--- config.mk ---
export PLATFORM = sky130hd
export DESIGN_NAME = vxr_axis
export DESIGN_NICKNAME = d
export VERILOG_FILES = /design/src/design/vertex_axis_rotation_defines.svh /design/src/design/vxr_pkg.sv /design/src/design/vxr_axis.sv
export SDC_FILE = /design/constraint.sdc
export NUM_CORES = 2
export LEC_CHECK = 0
export BUFFER_PORTS_ARGS = -buffer_cell sky130_fd_sc_hd__buf_2
export CORE_MARGIN = 5
export CORE_UTILIZATION = 40
export CTS_CLUSTER_SIZE = 28
export DETAILED_ROUTE_END_ITERATION = 8
export HOLD_SLACK_MARGIN = 0.02
export PLACE_DENSITY = 0.61
export SYNTH_ARGS = -nofsm -noshare
export SYNTH_HDL_FRONTEND = slang
export SYNTH_SLANG_ARGS = --single-unit
--- constraint.sdc ---
create_clock -name clk -period 6.1 [get_ports clk]
set_input_delay 0 -clock clk [delete_from_list [all_inputs] [get_ports clk]]
set_output_delay 0 -clock clk [all_outputs]
set_load 0.03 [all_outputs]
--- src/design/vertex_axis_rotation_defines.svh ---
// Assertion helpers shared by the vertex rotation design files.
// Each macro expects signals named clk and rst_n in the using module.
`ifndef VERTEX_AXIS_ROTATION_DEFINES_SVH
`define VERTEX_AXIS_ROTATION_DEFINES_SVH

// The consequent must hold in the same cycle as the antecedent.
`define VXR_ASSERT_IMP(label, ante, cons) \
  label: assert property (@(posedge clk) disable iff (!rst_n) (ante) |-> (cons)) \
    else $error("vertex_axis_rotation: same-cycle check failed");

// The consequent must hold in the cycle after the antecedent.
`define VXR_ASSERT_NXT(label, ante, cons) \
  label: assert property (@(posedge clk) disable iff (!rst_n) (ante) |=> (cons)) \
    else $error("vertex_axis_rotation: next-cycle check failed");

`endif

--- src/design/vxr_pkg.sv ---
package vxr_pkg;

  // Default widths.
  localparam int COORD_BITS_DEF     = 16;
  localparam int TRIG_FRAC_BITS_DEF = 14;
  localparam int OUT_BITS           = 18;

  // Configuration port.
  localparam int ANGLE_W     = 12;
  localparam int AXIS_W      = 3;
  localparam int CFG_INDEX_W = 1;
  localparam int CFG_DATA_W  = 12;

  localparam logic [CFG_INDEX_W-1:0] REG_ANGLE = 1'd0;
  localparam logic [CFG_INDEX_W-1:0] REG_AXIS  = 1'd1;

  // Bit positions in the axis select register.
  localparam int AXIS_X = 0;
  localparam int AXIS_Y = 1;
  localparam int AXIS_Z = 2;

  // Angle units are tenths of a degree.
  localparam int ANGLE_HALF_TURN = 1800;
  localparam int ANGLE_QUARTER   = ANGLE_HALF_TURN / 2;
  localparam int ANGLE_FULL      = 2 * ANGLE_HALF_TURN;

  // Quarter-wave sine table: 10-bit index split into four banks of 256.
  localparam int TAB_IDX_W  = 10;
  localparam int TAB_BANK_W = 2;
  localparam int TAB_OFF_W  = 8;
  localparam int TAB_BANKS  = 1 << TAB_BANK_W;
  localparam int TAB_DEPTH  = 1 << TAB_OFF_W;

  // Cycles from an angle change until sine and cosine are valid.
  localparam int TRIG_LAT = 3;

  // Pi in unsigned Q60 and the angle step of one tenth of a degree.
  localparam logic [63:0] PI_Q60     = 64'h3243F6A8885A308D;
  localparam logic [63:0] THETA_STEP = PI_Q60 / ANGLE_HALF_TURN;

  // floor(a * b / 2^60), kept to 64 bits.
  function automatic logic [63:0] mul_q60(input logic [63:0] a, input logic [63:0] b);
    logic [127:0] p;
    p = {64'd0, a} * {64'd0, b};
    return p[123:60];
  endfunction

  // floor(n / d) by restoring long division; only evaluated while building
  // the constant tables.
  function automatic logic [63:0] div_u64(input logic [63:0] n, input logic [63:0] d);
    logic [63:0] q;
    logic [64:0] rem;
    q   = '0;
    rem = '0;
    for (int i = 63; i >= 0; i--) begin
      rem = {rem[63:0], n[i]};
      if (rem >= {1'b0, d}) begin
        rem  = rem - {1'b0, d};
        q[i] = 1'b1;
      end
    end
    return q;
  endfunction

  // Sine of r tenths of a degree, first quadrant, rounded to frac bits.
  // Alternating Taylor series in Q60; used only to build constant tables.
  function automatic logic [63:0] quarter_sine(input int unsigned r, input int unsigned frac);
    logic [63:0] theta;
    logic [63:0] x2;
    logic [63:0] term;
    logic [63:0] sum;
    logic [63:0] den;
    int unsigned shift;
    theta = THETA_STEP * 64'(r);
    x2    = mul_q60(theta, theta);
    term  = theta;
    sum   = theta;
    shift = 60 - frac;
    for (int k = 1; k < 24; k++) begin
      den  = 64'(2 * k) * 64'(2 * k + 1);
      term = div_u64(mul_q60(term, x2), den);
      if ((k & 1) == 1) begin
        sum = sum - term;
      end else begin
        sum = sum + term;
      end
    end
    return (sum + (64'd1 << (shift - 1))) >> shift;
  endfunction

endpackage

--- src/design/vxr_axis.sv ---
// One plane rotation when enabled: u' = c*u - s*v, v' = s*u + c*v, w passes.
// Two register stages: products, then sum with truncation toward zero.
module vxr_axis #(
  parameter int COORD_W        = vxr_pkg::COORD_BITS_DEF + 2,
  parameter int TRIG_FRAC_BITS = vxr_pkg::TRIG_FRAC_BITS_DEF
) (
  input  logic                              clk,
  input  logic                              rst_n,
  input  logic                              enable,
  input  logic signed [TRIG_FRAC_BITS+1:0]  sin_i,
  input  logic signed [TRIG_FRAC_BITS+1:0]  cos_i,
  input  logic                              in_valid,
  output logic                              in_ready,
  input  logic signed [COORD_W-1:0]         in_u,
  input  logic signed [COORD_W-1:0]         in_v,
  input  logic signed [COORD_W-1:0]         in_w,
  output logic                              out_valid,
  input  logic                              out_ready,
  output logic signed [COORD_W-1:0]         out_u,
  output logic signed [COORD_W-1:0]         out_v,
  output logic signed [COORD_W-1:0]         out_w
);
  import vxr_pkg::*;

  localparam int TRIG_W = TRIG_FRAC_BITS + 2;
  localparam int PROD_W = COORD_W + TRIG_W;
  localparam int SUM_W  = PROD_W + 1;

  logic st1_vld_r, st1_vld_nxt, st2_vld_r, st2_vld_nxt;
  logic load1, load2;
  logic signed [PROD_W-1:0] cu_r, cu_nxt, sv_r, sv_nxt, su_r, su_nxt, cv_r, cv_nxt;
  logic signed [COORD_W-1:0] u1_r, v1_r, w1_r;
  logic signed [COORD_W-1:0] u2_r, u2_nxt, v2_r, v2_nxt, w2_r;

  // Divide by 2^frac, truncating toward zero.
  function automatic logic signed [COORD_W-1:0] trunc_div(input logic signed [SUM_W-1:0] s);
    logic signed [SUM_W-1:0] t;
    t = s + (s[SUM_W-1] ? {{(SUM_W-TRIG_FRAC_BITS){1'b0}}, {TRIG_FRAC_BITS{1'b1}}} : '0);
    t = t >>> TRIG_FRAC_BITS;
    return t[COORD_W-1:0];
  endfunction

  // A stage loads when it is empty or its word moves on.
  assign load2    = !st2_vld_r || out_ready;
  assign load1    = !st1_vld_r || load2;
  assign in_ready = load1;

  assign st1_vld_nxt = load1 ? in_valid  : st1_vld_r;
  assign st2_vld_nxt = load2 ? st1_vld_r : st2_vld_r;

  // Stage 1 products.
  assign cu_nxt = PROD_W'(cos_i) * PROD_W'(in_u);
  assign sv_nxt = PROD_W'(sin_i) * PROD_W'(in_v);
  assign su_nxt = PROD_W'(sin_i) * PROD_W'(in_u);
  assign cv_nxt = PROD_W'(cos_i) * PROD_W'(in_v);

  // Stage 2 sums; an unselected axis passes the coordinates through.
  always_comb begin
    if (enable) begin
      u2_nxt = trunc_div(SUM_W'(cu_r) - SUM_W'(sv_r));
      v2_nxt = trunc_div(SUM_W'(su_r) + SUM_W'(cv_r));
    end else begin
      u2_nxt = u1_r;
      v2_nxt = v1_r;
    end
  end

  always_ff @(posedge clk) begin
    if (!rst_n) begin
      st1_vld_r <= 1'b0;
      st2_vld_r <= 1'b0;
    end else begin
      st1_vld_r <= st1_vld_nxt;
      st2_vld_r <= st2_vld_nxt;
    end
  end

  always_ff @(posedge clk) begin
    if (load1) begin
      cu_r <= cu_nxt;
      sv_r <= sv_nxt;
      su_r <= su_nxt;
      cv_r <= cv_nxt;
      u1_r <= in_u;
      v1_r <= in_v;
      w1_r <= in_w;
    end
    if (load2) begin
      u2_r <= u2_nxt;
      v2_r <= v2_nxt;
      w2_r <= w1_r;
    end
  end

  assign out_valid = st2_vld_r;
  assign out_u     = u2_r;
  assign out_v     = v2_r;
  assign out_w     = w2_r;

endmodule

==> results.md <==
- In the synthesized netlist the dominant register cell turns out to be sky130_fd_sc_hd__edfxtp_1.
- For this block, the initial DRC count from the detailed router was about 2500.
- The top-level I/O count is 147.
- The data arrival at the endpoint of the critical path is 6220 ps.
- The horizontal extent of the die is approximately 380 um.
- The iteration count of the initial detailed-routing pass is 5.
- The achievable frequency is about 170 MHz.
- The routed design could run at a clock period as short as 5920 ps.
- Setup repair after global routing could not meet its margin everywhere.
- Synthesis produced between 5000 and 6000 cells.
- The category of the worst setup path launch point is a primary input.
- The setup skew after layout is 21.4 ps.
- Setup violations remaining at the end of the flow were counted as 0.
- The total overflow left after global routing is 0.
- The register bit count reported by yosys is 246.
- The total detailed-routing wirelength is around 150 mm.
- The synthesized design contains 244 enable-type register cells.
- The buffer type at the clock tree root is sky130_fd_sc_hd__clkbuf_16.
- The number of buffers inserted by port buffering is 146.
- The worst setup path is captured at a register.
- The measured slew at the worst slew-check pin is ~900 ps.
- The total CTS buffers is 36.
- The largest driver fanout on the critical path is 8.
- The maximum buffer depth of the clock tree is 3.
- The synthesized netlist contains 86 unique library cells.
- The tree built by TritonCTS fans out to 246 sinks.
- The final-layout setup total negative slack is 0 ps.
- The number of global-route vias before repair is approximately 44000.
- The flow ran to the end, and the final reports show no timing, DRC or antenna violations.
- The total number of vias is ~41000.
- The net count of the mapped netlist is approximately 7500.
- The site row count is approximately 140.
- The instance area at placement is around 63000 um^2.
- The worst slew slack as a fraction of its limit is 41.1%.
- The average via count per standard cell is roughly 4.9.
- The initial core utilization is between 40% and 50%.
- The number of standard cells in the final layout excluding fillers is slightly above 8000.
- The count of final max-slew check failures came to 0.
- The post-CTS repair timing setup buffer count is 0.
- The total track usage is approximately a fifth.
- The wire length per cell after detailed routing is approximately 18 um.
- The total inserted antenna cells is 0.
- Yosys printed 0 warnings.
- The share of async-settable or async-resettable flops after synthesis is 0%.
- Cells fill ~46% of the core in the end.
- By startpoint and endpoint, the worst setup path is classified as in2reg.
- Entering global routing, the biggest net connects ~110 pins.
- The sequential-to-total area share from yosys stat is around an eighth.
- The summed instance area of the synthesized netlist is ~56000 um^2.
- The number of DRC violations after detailed routing is 0.
- The number of placed instances with taps included is 8166.
- The post-layout net count is between 8000 and 9000.
- The die is 384 um tall.
- In this run the standard cell core region covers 139000 um^2.
- The number of cells traversed by the worst hold path is 2.
- The share of final-layout standard cells stronger than drive strength 1 is between 10% and 20%.
- Compared with the post-synthesis result, the final layout area differs by 15.6%.
- The clock-pin transition on the worst setup and hold timing paths is about 50 ps.
- The first global-routing pass estimated roughly 240 mm of wire.
- The floorplan step defined a die boundary enclosing around 150000 um^2.
- The post-route fraction of the period consumed by the critical path is between 90% and 100%.
- The total half-perimeter wirelength after legalization and detailed placement is 127 mm.
- The number of antenna violations at the first check in global routing is 1.
- The final-report hold violation count is 0.
- The post-layout instance area is ~65000 um^2.
- The length in cells of the worst reg-to-reg path is 23.
- STA puts the critical path data required time at 6390 ps.
- The synthesized area per cell is approximately 9.6 um^2.
- In this run the remaining antenna-violating nets after routing total 0.
- The path class of the tightest hold or removal check is in2reg.
- The count of maximum capacitance violations is 0.
- At the end of routability-driven placement, the weighted congestion stood at approximately 0.90.
- At the later pin of the worst-skew pair, clock insertion delay measures a little under 600 ps.
- The H-tree was split into 2 levels.
- The TritonCTS clock tree is built.
## per-stage QoR
| stage | hold slack, ps | worst slack, ps |
|---|---|---|
| CTS | 27.8 | 44.9 |
| global placement | 177 | -412 |
| global route | 36.2 | -80.2 |
| floorplan | 98.9 | 38.7 |
| finish | 70.7 | 178 |
| detailed placement | 178 | -496 |
## synth_stat cells (20+ instances only)
| cell | count | area share, % |
|---|---|---|
| sky130_fd_sc_hd__inv_1 | 1320 | 8.9 |
| sky130_fd_sc_hd__nand2b_1 | 47 | 0.53 |
| sky130_fd_sc_hd__a21oi_1 | 177 | 1.6 |
| sky130_fd_sc_hd__edfxtp_1 | 244 | 13 |
| sky130_fd_sc_hd__a211oi_1 | 25 | 0.34 |
| sky130_fd_sc_hd__nand4_1 | 22 | 0.25 |
| sky130_fd_sc_hd__nand3_1 | 47 | 0.42 |
| sky130_fd_sc_hd__nor3_1 | 35 | 0.31 |
| sky130_fd_sc_hd__clkbuf_1 | 222 | 1.5 |
| sky130_fd_sc_hd__a21o_1 | 72 | 0.97 |
| sky130_fd_sc_hd__nor2_1 | 198 | 1.3 |
| sky130_fd_sc_hd__o21a_1 | 42 | 0.56 |
| sky130_fd_sc_hd__and3_1 | 23 | 0.26 |
| sky130_fd_sc_hd__nand2_1 | 631 | 4.2 |
| sky130_fd_sc_hd__xnor2_1 | 158 | 2.5 |
| sky130_fd_sc_hd__a31oi_1 | 20 | 0.22 |
| sky130_fd_sc_hd__and2_1 | 555 | 6.2 |
| sky130_fd_sc_hd__ha_1 | 438 | 9.8 |
| sky130_fd_sc_hd__fa_1 | 1162 | 42 |
| sky130_fd_sc_hd__nor2b_1 | 20 | 0.22 |
| sky130_fd_sc_hd__o21ai_0 | 84 | 0.75 |
| sky130_fd_sc_hd__xor2_1 | 57 | 0.89 |
## area by class of cell
| type | count | area (um^2) |
|---|---|---|
| Tap cell | 1876 | 2350 |
| Multi-Input combinational cell | 4020 | 42700 |
| Sequential cell | 246 | 7370 |
| Clock inverter | 23 | 196 |
| Clock buffer | 42 | 945 |
| Inverter | 1320 | 4950 |
| Timing Repair Buffer | 746 | 6060 |
| Fill cell | 13300 | 74600 |
## layer usage
layer  GRT usage [%]  vias to the layer above  part of all wire [%]
li1                -                    18800                     -
met1            29.8                    20900                    45
met2            34.7                      966                    47
met3            2.49                      182                   5.1
met4            6.28                        0                   3.4
met5               0                        -                     0
## final timing paths
path	start	endpoint	slack [ps]
hold reg to reg	w1_r[16]	out_w[16]	410
setup reg to reg	su_r[0]	out_v[14]	400
setup / recovery	sin_i[7]	sv_r[33]	180
hold / removal	in_u[17]	u1_r[17]	70
## timing repair
action / CTS / global route
endpoints found under the hold margin: 42 / 0
hold buffers: 43 / 0
gates resized for setup: 0 / 46
setup endpoints to repair: 0 / 36
## sequential cells by signal, summed over array words and instances (netlist names), 34 cells and up
register  count
cv_r         34
su_r         34
cu_r         34
sv_r         34
## cell usage in the layout (no fill, tap or decap), types with 55 or more instances in the layout
cell type                  netlist  final
sky130_fd_sc_hd__buf_12          0     55
sky130_fd_sc_hd__o21ai_0        84     74
sky130_fd_sc_hd__buf_4           0    505
sky130_fd_sc_hd__inv_1        1320   1319
sky130_fd_sc_hd__and2_1        555    555
sky130_fd_sc_hd__a21o_1         72     72
sky130_fd_sc_hd__ha_1          438    438
sky130_fd_sc_hd__xor2_1         57     57
sky130_fd_sc_hd__nor2_1        198    198
sky130_fd_sc_hd__nand2_1       631    630
sky130_fd_sc_hd__a21oi_1       177    173
sky130_fd_sc_hd__xnor2_1       158    158
sky130_fd_sc_hd__edfxtp_1      244    244
sky130_fd_sc_hd__fa_1         1162   1162
sky130_fd_sc_hd__buf_2           0    136
## cell families after synthesis
group	share of synthesized area (%)
compound gates	6.57
xor+xnor	3.37
fa+ha+maj	51.5
buf+inv	10.5
flops	13.2
mux	0.141
simple gates	14.7
## critical path, stage by stage
cell                       delay (ps)
sky130_fd_sc_hd__buf_2            350
sky130_fd_sc_hd__nand2_1          140
sky130_fd_sc_hd__fa_1             550
sky130_fd_sc_hd__inv_1             50
sky130_fd_sc_hd__fa_1             490
sky130_fd_sc_hd__inv_1             50
sky130_fd_sc_hd__fa_1             530
sky130_fd_sc_hd__inv_1             50
sky130_fd_sc_hd__fa_1             480
sky130_fd_sc_hd__fa_1             490
sky130_fd_sc_hd__inv_1             50
sky130_fd_sc_hd__fa_1             520
sky130_fd_sc_hd__inv_1             50
sky130_fd_sc_hd__ha_1             330
sky130_fd_sc_hd__a21oi_1          150
sky130_fd_sc_hd__o21ai_0          170
sky130_fd_sc_hd__a221oi_2         370
sky130_fd_sc_hd__o21ai_2          140
sky130_fd_sc_hd__o211ai_1         340
sky130_fd_sc_hd__a311oi_1         200
sky130_fd_sc_hd__o21ai_1          220
sky130_fd_sc_hd__a21oi_1          100
sky130_fd_sc_hd__nor2_1           140
sky130_fd_sc_hd__a21oi_1          100
sky130_fd_sc_hd__xnor2_1          140
Power is left out: the tool's default activity adds up to more than one toggle a clock period on the data nets, which glitch-free logic cannot reach.
